`config.mk`:
```
export PLATFORM = sky130hd
export DESIGN_NAME = analog_moving_average_deadband
export DESIGN_NICKNAME = d
export VERILOG_FILES = /design/src/hw/rtl/amad_pkg.sv /design/src/hw/rtl/analog_moving_average_deadband.sv
export SDC_FILE = /design/constraint.sdc
export NUM_CORES = 1
export LEC_CHECK = 0
export ABC_AREA = 1
export CORE_MARGIN = 8
export CORE_UTILIZATION = 29
export DETAILED_ROUTE_END_ITERATION = 8
export DONT_BUFFER_PORTS = 1
export PLACE_DENSITY_LB_ADDON = 0.2
export RECOVER_POWER = 100
export SYNTH_ARGS = -nofsm -noshare
export SYNTH_HDL_FRONTEND = slang
export SYNTH_SLANG_ARGS = --single-unit
export TNS_END_PERCENT = 30
```
`constraint.sdc`:
```
create_clock -name clk -period 12.9 [get_ports clk]
set_clock_uncertainty 0.1 [all_clocks]
set_input_delay 0.645 -clock clk [delete_from_list [all_inputs] [get_ports clk]]
set_output_delay 0.645 -clock clk [all_outputs]
set_load 0.005 [all_outputs]
```
`src/hw/rtl/amad_pkg.sv`:
```
// shared types and constants of the analog moving average deadband filter
package amad_pkg;

	// sizing of the filter
	localparam int CHANNELS   = 8;
	localparam int WINDOW     = 8;
	localparam int FULL_SCALE = 1023;

	// field widths
	localparam int CH_W  = 3;
	localparam int VAL_W = 10;

	// derived widths
	localparam int POS_W   = (WINDOW > 1) ? $clog2(WINDOW) : 1;
	localparam int ADDR_W  = (CHANNELS * WINDOW > 1) ? $clog2(CHANNELS * WINDOW) : 1;
	localparam int SUM_W   = $clog2(FULL_SCALE * WINDOW + 1);
	localparam int NUM_W   = $clog2(2 * FULL_SCALE * WINDOW + WINDOW + 1);
	localparam int MEAN_DIV = 2 * WINDOW;

	// item modes
	localparam logic MODE_PRIME  = 1'b0;
	localparam logic MODE_UPDATE = 1'b1;

	// one input beat
	typedef struct packed {
		logic             mode;
		logic [CH_W-1:0]  channel;
		logic [VAL_W-1:0] sample;
		logic             suppress_event;
	} item_t;

	// one result beat
	typedef struct packed {
		logic [CH_W-1:0]  out_channel;
		logic [VAL_W-1:0] value;
	} result_t;

endpackage

```
`src/hw/rtl/analog_moving_average_deadband.sv`:
```
// Top level of the analog moving average deadband filter.
//
// One item is taken every clock cycle while item_stall is low. An accepted beat inverts its
// sample, looks up and advances its channel's ring position and starts the read of the ring
// slot it replaces; in the next stage the running sum is updated, the rounded mean is compared
// with the last report and the slot is written back. A change passes from the stage one
// registers through the output register to the result port. The single ring memory (one read
// and one write port, registered read) sets this two-stage shape; a back-to-back item that
// reads the slot just being written gets the new value by forwarding. Priming a channel needs
// no pass over the ring: the whole window is marked as holding the primed value until the ring
// position wraps. No clearing pass is needed after reset. item_stall rises only while a result
// waits in the output register and the next result is ready behind it.
module analog_moving_average_deadband
	import amad_pkg::*;
(
	input  logic    clk,
	input  logic    arst_n,
	input  logic    item_valid,
	output logic    item_stall,
	input  item_t   item,
	output logic    result_valid,
	input  logic    result_stall,
	output result_t result
);

	// per channel state
	logic [SUM_W-1:0] sum_q       [CHANNELS];
	logic [VAL_W-1:0] rep_q       [CHANNELS];
	logic [POS_W-1:0] pos_q       [CHANNELS];
	logic [VAL_W-1:0] prime_val_q [CHANNELS];
	logic             full_q      [CHANNELS];

	// ring memory
	logic [VAL_W-1:0] win_mem [CHANNELS*WINDOW];

	// stage one
	logic             valid_s1;
	logic             mode_s1;
	logic [CH_W-1:0]  ch_s1;
	logic [POS_W-1:0] pos_s1;
	logic [VAL_W-1:0] inv_s1;
	logic             quiet_s1;
	logic             use_mem_s1;
	logic [VAL_W-1:0] alt_s1;
	logic [VAL_W-1:0] rd_s1;

	// output register
	logic    result_valid_q;
	result_t result_q;

	// handshake
	logic accept;
	logic out_free;
	logic emit;
	logic move;

	// front end
	logic [VAL_W-1:0]  inv;
	logic [POS_W-1:0]  pos_rd;
	logic [POS_W-1:0]  pos_nxt;
	logic              wrap;
	logic [ADDR_W-1:0] rd_addr;
	logic [ADDR_W-1:0] wr_addr;
	logic              fwd;

	// back end
	logic [VAL_W-1:0] old_entry;
	logic [SUM_W-1:0] sum_new;
	logic [SUM_W-1:0] sum_prime;
	logic [NUM_W-1:0] mean_num;
	logic [VAL_W-1:0] mean;
	logic [VAL_W-1:0] rep_old;
	logic [VAL_W-1:0] diff;
	logic             change;
	logic [VAL_W-1:0] snapped;

	// flow control
	assign out_free   = ~result_valid_q | ~result_stall;
	assign emit       = valid_s1 & (mode_s1 == MODE_UPDATE) & change & ~quiet_s1;
	assign move       = valid_s1 & (~emit | out_free);
	assign item_stall = valid_s1 & ~move;
	assign accept     = item_valid & ~item_stall;

	// inversion, ring position and read address
	always_comb begin
		if (item.sample > VAL_W'(FULL_SCALE)) begin
			inv = '0;
		end else begin
			inv = VAL_W'(FULL_SCALE) - item.sample;
		end
		pos_rd  = pos_q[item.channel];
		wrap    = (pos_rd == POS_W'(WINDOW - 1));
		pos_nxt = wrap ? '0 : pos_rd + POS_W'(1);
		rd_addr = ADDR_W'(item.channel) * ADDR_W'(WINDOW) + ADDR_W'(pos_rd);
		wr_addr = ADDR_W'(ch_s1) * ADDR_W'(WINDOW) + ADDR_W'(pos_s1);
		fwd     = valid_s1 & (mode_s1 == MODE_UPDATE) & (ch_s1 == item.channel)
			& (pos_s1 == pos_rd);
	end

	// ring position, fill flag and primed value, kept at the front
	always_ff @(posedge clk or negedge arst_n) begin
		if (!arst_n) begin
			for (int i = 0; i < CHANNELS; i++) begin
				pos_q[i]       <= '0;
				full_q[i]      <= 1'b0;
				prime_val_q[i] <= '0;
			end
		end else if (accept) begin
			if (item.mode == MODE_PRIME) begin
				pos_q[item.channel]       <= '0;
				full_q[item.channel]      <= 1'b0;
				prime_val_q[item.channel] <= inv;
			end else begin
				pos_q[item.channel] <= pos_nxt;
				if (wrap) begin
					full_q[item.channel] <= 1'b1;
				end
			end
		end
	end

	// stage one valid
	always_ff @(posedge clk or negedge arst_n) begin
		if (!arst_n) begin
			valid_s1 <= 1'b0;
		end else if (accept) begin
			valid_s1 <= 1'b1;
		end else if (move) begin
			valid_s1 <= 1'b0;
		end
	end

	// stage one payload
	always_ff @(posedge clk) begin
		if (accept) begin
			mode_s1    <= item.mode;
			ch_s1      <= item.channel;
			pos_s1     <= pos_rd;
			inv_s1     <= inv;
			quiet_s1   <= item.suppress_event;
			use_mem_s1 <= full_q[item.channel] & ~fwd;
			alt_s1     <= fwd ? inv_s1 : prime_val_q[item.channel];
		end
	end

	// ring memory, registered read and write back of the new entry
	always_ff @(posedge clk) begin
		if (accept) begin
			rd_s1 <= win_mem[rd_addr];
		end
		if (move && (mode_s1 == MODE_UPDATE)) begin
			win_mem[wr_addr] <= inv_s1;
		end
	end

	// running sum, rounded mean and deadband test
	always_comb begin
		old_entry = use_mem_s1 ? rd_s1 : alt_s1;
		sum_new   = sum_q[ch_s1] - SUM_W'(old_entry) + SUM_W'(inv_s1);
		sum_prime = SUM_W'(inv_s1) * SUM_W'(WINDOW);
		mean_num  = NUM_W'({sum_new, 1'b0}) + NUM_W'(WINDOW);
		mean      = VAL_W'(mean_num / MEAN_DIV);
		rep_old   = rep_q[ch_s1];
		diff      = (mean > rep_old) ? (mean - rep_old) : (rep_old - mean);
		change    = (diff > VAL_W'(1));
		if (mean < VAL_W'(2)) begin
			snapped = '0;
		end else if (mean > VAL_W'(FULL_SCALE - 2)) begin
			snapped = VAL_W'(FULL_SCALE);
		end else begin
			snapped = mean;
		end
	end

	// sum and report, kept at the back
	always_ff @(posedge clk or negedge arst_n) begin
		if (!arst_n) begin
			for (int i = 0; i < CHANNELS; i++) begin
				sum_q[i] <= '0;
				rep_q[i] <= '0;
			end
		end else if (move) begin
			if (mode_s1 == MODE_PRIME) begin
				sum_q[ch_s1] <= sum_prime;
				rep_q[ch_s1] <= '0;
			end else begin
				sum_q[ch_s1] <= sum_new;
				if (change) begin
					rep_q[ch_s1] <= snapped;
				end
			end
		end
	end

	// output register valid
	always_ff @(posedge clk or negedge arst_n) begin
		if (!arst_n) begin
			result_valid_q <= 1'b0;
		end else if (out_free) begin
			result_valid_q <= emit;
		end
	end

	// output register payload
	always_ff @(posedge clk) begin
		if (out_free && emit) begin
			result_q.out_channel <= ch_s1;
			result_q.value       <= snapped;
		end
	end

	assign result_valid = result_valid_q;
	assign result       = result_q;

	// a stall toward the source only while both result slots are taken
	a_stall_full: assert property (@(posedge clk) disable iff (!arst_n)
		item_stall |-> (valid_s1 && result_valid_q && result_stall))
		else $error("item stall without a full back end");

	// a prime beat never produces a result
	a_prime_quiet: assert property (@(posedge clk) disable iff (!arst_n)
		(valid_s1 && (mode_s1 == MODE_PRIME)) |-> !emit)
		else $error("prime beat raised a result");

	// reported values are snapped at both ends
	a_snap: assert property (@(posedge clk) disable iff (!arst_n)
		result_valid_q |-> ((result_q.value == '0 || result_q.value >= VAL_W'(2))
			&& (result_q.value <= VAL_W'(FULL_SCALE - 2)
			|| result_q.value == VAL_W'(FULL_SCALE))))
		else $error("result value not snapped");

	// a result that is held back stays in place
	a_hold: assert property (@(posedge clk) disable iff (!arst_n)
		(result_valid_q && result_stall) |=> (result_valid_q && $stable(result_q)))
		else $error("held result changed");

	// ring position stays inside the window
	a_pos: assert property (@(posedge clk) disable iff (!arst_n)
		accept |-> (pos_rd <= POS_W'(WINDOW - 1)))
		else $error("ring position out of range");

endmodule

```
==> impl_metrics.csv <==
group,metric,value,unit
grt,first_global_vias,29920,
yosys,synth_seq_cells,990,
sta,report.final.setup_viol,0,
floorplan,ioPinCount,34,
yosys,synth-seq-area-share,64.54,%
placement,placedInstanceArea,0.04581,mm^2
clocking,cts-htree-levels,3,
clocking,cts-root-buf,"sky130_fd_sc_hd__clkbuf_16",
hold_path,hold_path_startpoint,"item[14]",
critical_path,timing.reg2reg.worst_path_depth,35,
cells_and_area,multi_input_comb_area,0.01342,mm^2
yosys,avgSynthCellArea,10.54,um^2
critical_path,r2r-start,"inv_s1[5]$_DFFE_PP_",
route,route.detailed.vias_per_inst,4.831,
cells_and_area,post-route-cell-area,0.04930,mm^2
placement,post-place-cells,6008,
critical_path,setup.worst_path.start_class,"flip-flop",
yosys,mappedNetlistNets,4217,
placement,dp.final_hpwl,80620,um
route,route.detailed.drc,0,
hold_path,min_path_type,"input pin to flip-flop",
floorplan,initial_core_utilization,29.21,%
sta,final_number_of_max_transition_violations,994,
clocking,cts_sink_count,990,
sta,hold_violations,0,
clocking,clock_tree_from_tritoncts,"built",
floorplan,core.rowCount,142,
pwr,peakVddDrop,0.0001663,V
yosys,yosys-top-cells-area,"sky130_fd_sc_hd__edfxtp_1, sky130_fd_sc_hd__dfrtp_1, sky130_fd_sc_hd__nand2_1",
run_status,outcome,"finished with violations",
yosys,ys_warn_count,0,
pwr,power_per_cell_area,228.9,mW/mm^2
critical_path,critPathKind,"flip-flop to flip-flop",
critical_path,r2r-end,"win_mem[13][5]$_DFFE_PP_",
yosys,library_cell_occupying_the_most_area_in_the_post_synthesis_netlist,"sky130_fd_sc_hd__edfxtp_1",
pwr,p_leak,18.83,nW
sta,tightest_slew,7.387,ns
clocking,clkLatencyLatePin,0.73,ns
critical_path,worst-path-max-fanout,65,
yosys,post_synth_edffs,692,
pwr,fin_total_pwr,11.28,mW
floorplan,core,0.1498,mm^2
flow_run,timing.max_cap.violations,20,
critical_path,register_to_register_path_setup_slack,2.26,ns
yosys,ys.flop_type,"sky130_fd_sc_hd__edfxtp_1",
grt,grt_max_degree,299,
yosys,synth.lib_cells_used.distinct,50,
grt,grt.total_usage,16.00,%
critical_path,timing.critical_path.slowest_cell_delay,2.98,ns
cells_and_area,synth_to_layout_area_growth,12.67,%
cells_and_area,drive_gt1_share,9.829,%
clocking,cts_buffers,106,
clocking,clock_transition_time_at_the_flip_flop_clock_pins_of_the_worst_setup_and_hold_paths,0.06,ns
route,initialDrtViolationCount,2644,
sta,timing.max_slew.rel_slack,-392.5,%
route,postRouteAntennaNets,0,
clocking,post_cts_buffers,0,
run_status,failing_checks,"capacitance limit, slew limit",
cells_and_area,num-fill-cells,15170,
route,route.vias.total,30100,
sta,period_needed,10.64,ns
floorplan,chipWidth,404.4,um
yosys,netlist.area_leader.share,47.49,%
yosys,mappedNetlistArea,0.04375,mm^2
grt,grt_pass1_wl,200300,um
cells_and_area,finalNonFillerCells,6230,
sta,timing.hold.ws,0.1827,ns
floorplan,die_h,404.4,um
route,post_drt_wl_per_cell,21.44,um
critical_path,crit_path_frequent_cell,"sky130_fd_sc_hd__nand2_1",
sta,rsz0062_at_grt,"no",
floorplan,dieArea,0.1636,mm^2
sta,setup_ws,2.261,ns
yosys,postSynthCellCount,4151,
grt,gr-total-overflow,0,
hold_path,min_delay_path_depth,2,
critical_path,worst-endpoint-arrival,10.88,ns
sta,final.setup.tns,0,ns
yosys,share_of_async_settable_or_async_resettable_flops_after_synthesis,30.10,%
critical_path,required_time_of_the_worst_setup_path,13.14,ns
critical_path,cpMaxStageDelayCell,"sky130_fd_sc_hd__clkbuf_1",
route,drt_pass1_iterations,5,
route,finalWirelength,133600,um
cells_and_area,seq_area,0.02824,mm^2
placement,gp_routability_congestion,0.8472,
grt,antenna_violations_before_repair,4,
clocking,ctsLongestPathBuffers,3,
cells_and_area,final_net_count,4185,
critical_path,timing.critical_path.to_type,"flip-flop",
placement,detailedPlace.worstSlack,3.377,ns
sta,fmax,0.09399,GHz
sta,layout_worst_path_cycle_share,82.47,%
placement,place.port_buffers,0,
cells_and_area,final_core_utilization,32.91,%
==> power by group <==
part	leakage (nW)	internal, mW	switching, mW
Sequential	10.0	3.84	0.197
Combinational	7.12	1.24	2.92
Clock	1.70	1.74	1.34
==> timing repair <==
action                                 in CTS  in global routing
hold buffers                               17                  1
gates resized for setup                     0                  0
endpoints found under the hold margin     394                127
==> how the worst max path moves through the flow <==
stage                              from                  endpoint  slack (ns)  cells after the start
finish              inv_s1[5]$_DFFE_PP_  win_mem[13][5]$_DFFE_PP_        2.26                     35
global route        inv_s1[5]$_DFFE_PP_     pos_q[13]$_DFFE_PN0P_        1.28                     35
CTS                  ch_s1[0]$_DFFE_PP_  win_mem[13][6]$_DFFE_PP_        3.35                     41
detailed placement   ch_s1[0]$_DFFE_PP_  win_mem[12][1]$_DFFE_PP_        3.38                     41
global placement     ch_s1[0]$_DFFE_PP_  win_mem[12][7]$_DFFE_PP_        3.50                     38
floorplan            ch_s1[0]$_DFFE_PP_  win_mem[10][0]$_DFFE_PP_        5.92                     40
==> cell usage after synthesis, types with 3 or more instances <==
cell type / number
sky130_fd_sc_hd__nor2_2: 7
sky130_fd_sc_hd__nand2_1: 1002
sky130_fd_sc_hd__xnor2_1: 3
sky130_fd_sc_hd__buf_2: 42
sky130_fd_sc_hd__nor2_1: 330
sky130_fd_sc_hd__nor3_1: 8
sky130_fd_sc_hd__nand3_2: 3
sky130_fd_sc_hd__a22o_1: 11
sky130_fd_sc_hd__fa_1: 12
sky130_fd_sc_hd__buf_6: 6
sky130_fd_sc_hd__a221oi_1: 33
sky130_fd_sc_hd__a22oi_1: 27
sky130_fd_sc_hd__clkbuf_1: 137
sky130_fd_sc_hd__buf_4: 3
sky130_fd_sc_hd__ha_1: 35
sky130_fd_sc_hd__nor2_4: 10
sky130_fd_sc_hd__mux2_2: 10
sky130_fd_sc_hd__a21oi_1: 32
sky130_fd_sc_hd__o221ai_1: 3
sky130_fd_sc_hd__clkinv_1: 4
sky130_fd_sc_hd__or2_2: 180
sky130_fd_sc_hd__o211ai_1: 200
sky130_fd_sc_hd__nand4_1: 46
sky130_fd_sc_hd__nand2_2: 5
sky130_fd_sc_hd__edfxtp_1: 692
sky130_fd_sc_hd__nor3_2: 4
sky130_fd_sc_hd__o2111ai_1: 4
sky130_fd_sc_hd__nor2_8: 5
sky130_fd_sc_hd__inv_1: 271
sky130_fd_sc_hd__buf_1: 19
sky130_fd_sc_hd__o21ai_1: 67
sky130_fd_sc_hd__inv_2: 18
sky130_fd_sc_hd__dfrtp_1: 298
sky130_fd_sc_hd__o22ai_1: 30
sky130_fd_sc_hd__nand3_1: 277
sky130_fd_sc_hd__o21ai_0: 298
==> routing by layer <==
| metal | part of all wire (%) | wire [um] | vias to the layer above | track usage, % |
|---|---|---|---|---|
| met5 | 0.0097 | 13 | - | 0 |
| met2 | 47 | 62140 | 749 | 25.85 |
| met3 | 4.7 | 6279 | 174 | 1.927 |
| met4 | 2.2 | 2920 | 2 | 4.443 |
| li1 | - | - | 14290 | - |
| met1 | 47 | 62230 | 14880 | 22.71 |
==> kinds of logic (layout without fill, tap and decap cells) <==
kind of cell / Yosys count / after routing / share of synthesized area [%]
xor+xnor: 5 / 5 / 0.1001
simple gates: 1885 / 1885 / 18.96
fa+ha+maj: 47 / 47 / 1.550
mux: 10 / 10 / 0.2574
compound gates: 713 / 713 / 10.03
buf+inv: 501 / 562 / 4.573
other cells: 0 / 2 / 0
flops: 990 / 990 / 64.54
==> critical path: cells and delay by family, from the launching register on <==
kind / cells / cell delay [ns]
compound gates: 2 / 0.46
fa+ha+maj: 3 / 1.44
buf+inv: 7 / 3.84
flops: 1 / 0.32
simple gates: 23 / 4.08
==> cell usage in the layout (no fill, tap or decap), types with 17 or more instances in the layout <==
cell type / instances
sky130_fd_sc_hd__edfxtp_1: 692
sky130_fd_sc_hd__buf_4: 28
sky130_fd_sc_hd__a21oi_1: 32
sky130_fd_sc_hd__clkbuf_1: 43
sky130_fd_sc_hd__nand3_1: 279
sky130_fd_sc_hd__nand4_1: 46
sky130_fd_sc_hd__or2_2: 180
sky130_fd_sc_hd__clkbuf_16: 107
sky130_fd_sc_hd__a221oi_1: 33
sky130_fd_sc_hd__o21ai_0: 351
sky130_fd_sc_hd__dfrtp_1: 298
sky130_fd_sc_hd__clkinv_2: 24
sky130_fd_sc_hd__ha_1: 35
sky130_fd_sc_hd__clkinv_1: 24
sky130_fd_sc_hd__o211ai_1: 200
sky130_fd_sc_hd__dlygate4sd3_1: 17
sky130_fd_sc_hd__nand2_1: 1005
sky130_fd_sc_hd__o22ai_1: 30
sky130_fd_sc_hd__inv_1: 281
sky130_fd_sc_hd__nor2_1: 341
sky130_fd_sc_hd__a22oi_1: 27
==> flip-flops by register name (all words and copies together) (netlist names), named ones only <==
| register | flops |
|---|---|
| rep_q | 80 |
| sum_q | 104 |
| valid_s1 | 1 |
| quiet_s1 | 1 |
| alt_s1 | 10 |
| mode_s1 | 1 |
| result_valid | 1 |
| ch_s1 | 3 |
| prime_val_q | 80 |
| rd_s1 | 10 |
| win_mem | 640 |
| use_mem_s1 | 1 |
| inv_s1 | 10 |
| pos_s1 | 3 |
| pos_q | 24 |
| result | 13 |
==> layout make-up <==
type                       count  share of cell area, %
tap                         2016                  5.117
clock buffer                 135                  5.726
antenna                        2                0.01015
clock inverter                66                  1.376
sequential                   990                  57.28
inverter                     293                  2.246
timing repair buffer          68                  1.033
multi-input combinational   2660                  27.22
No activity file was read; power rests on OpenSTA's default activity.
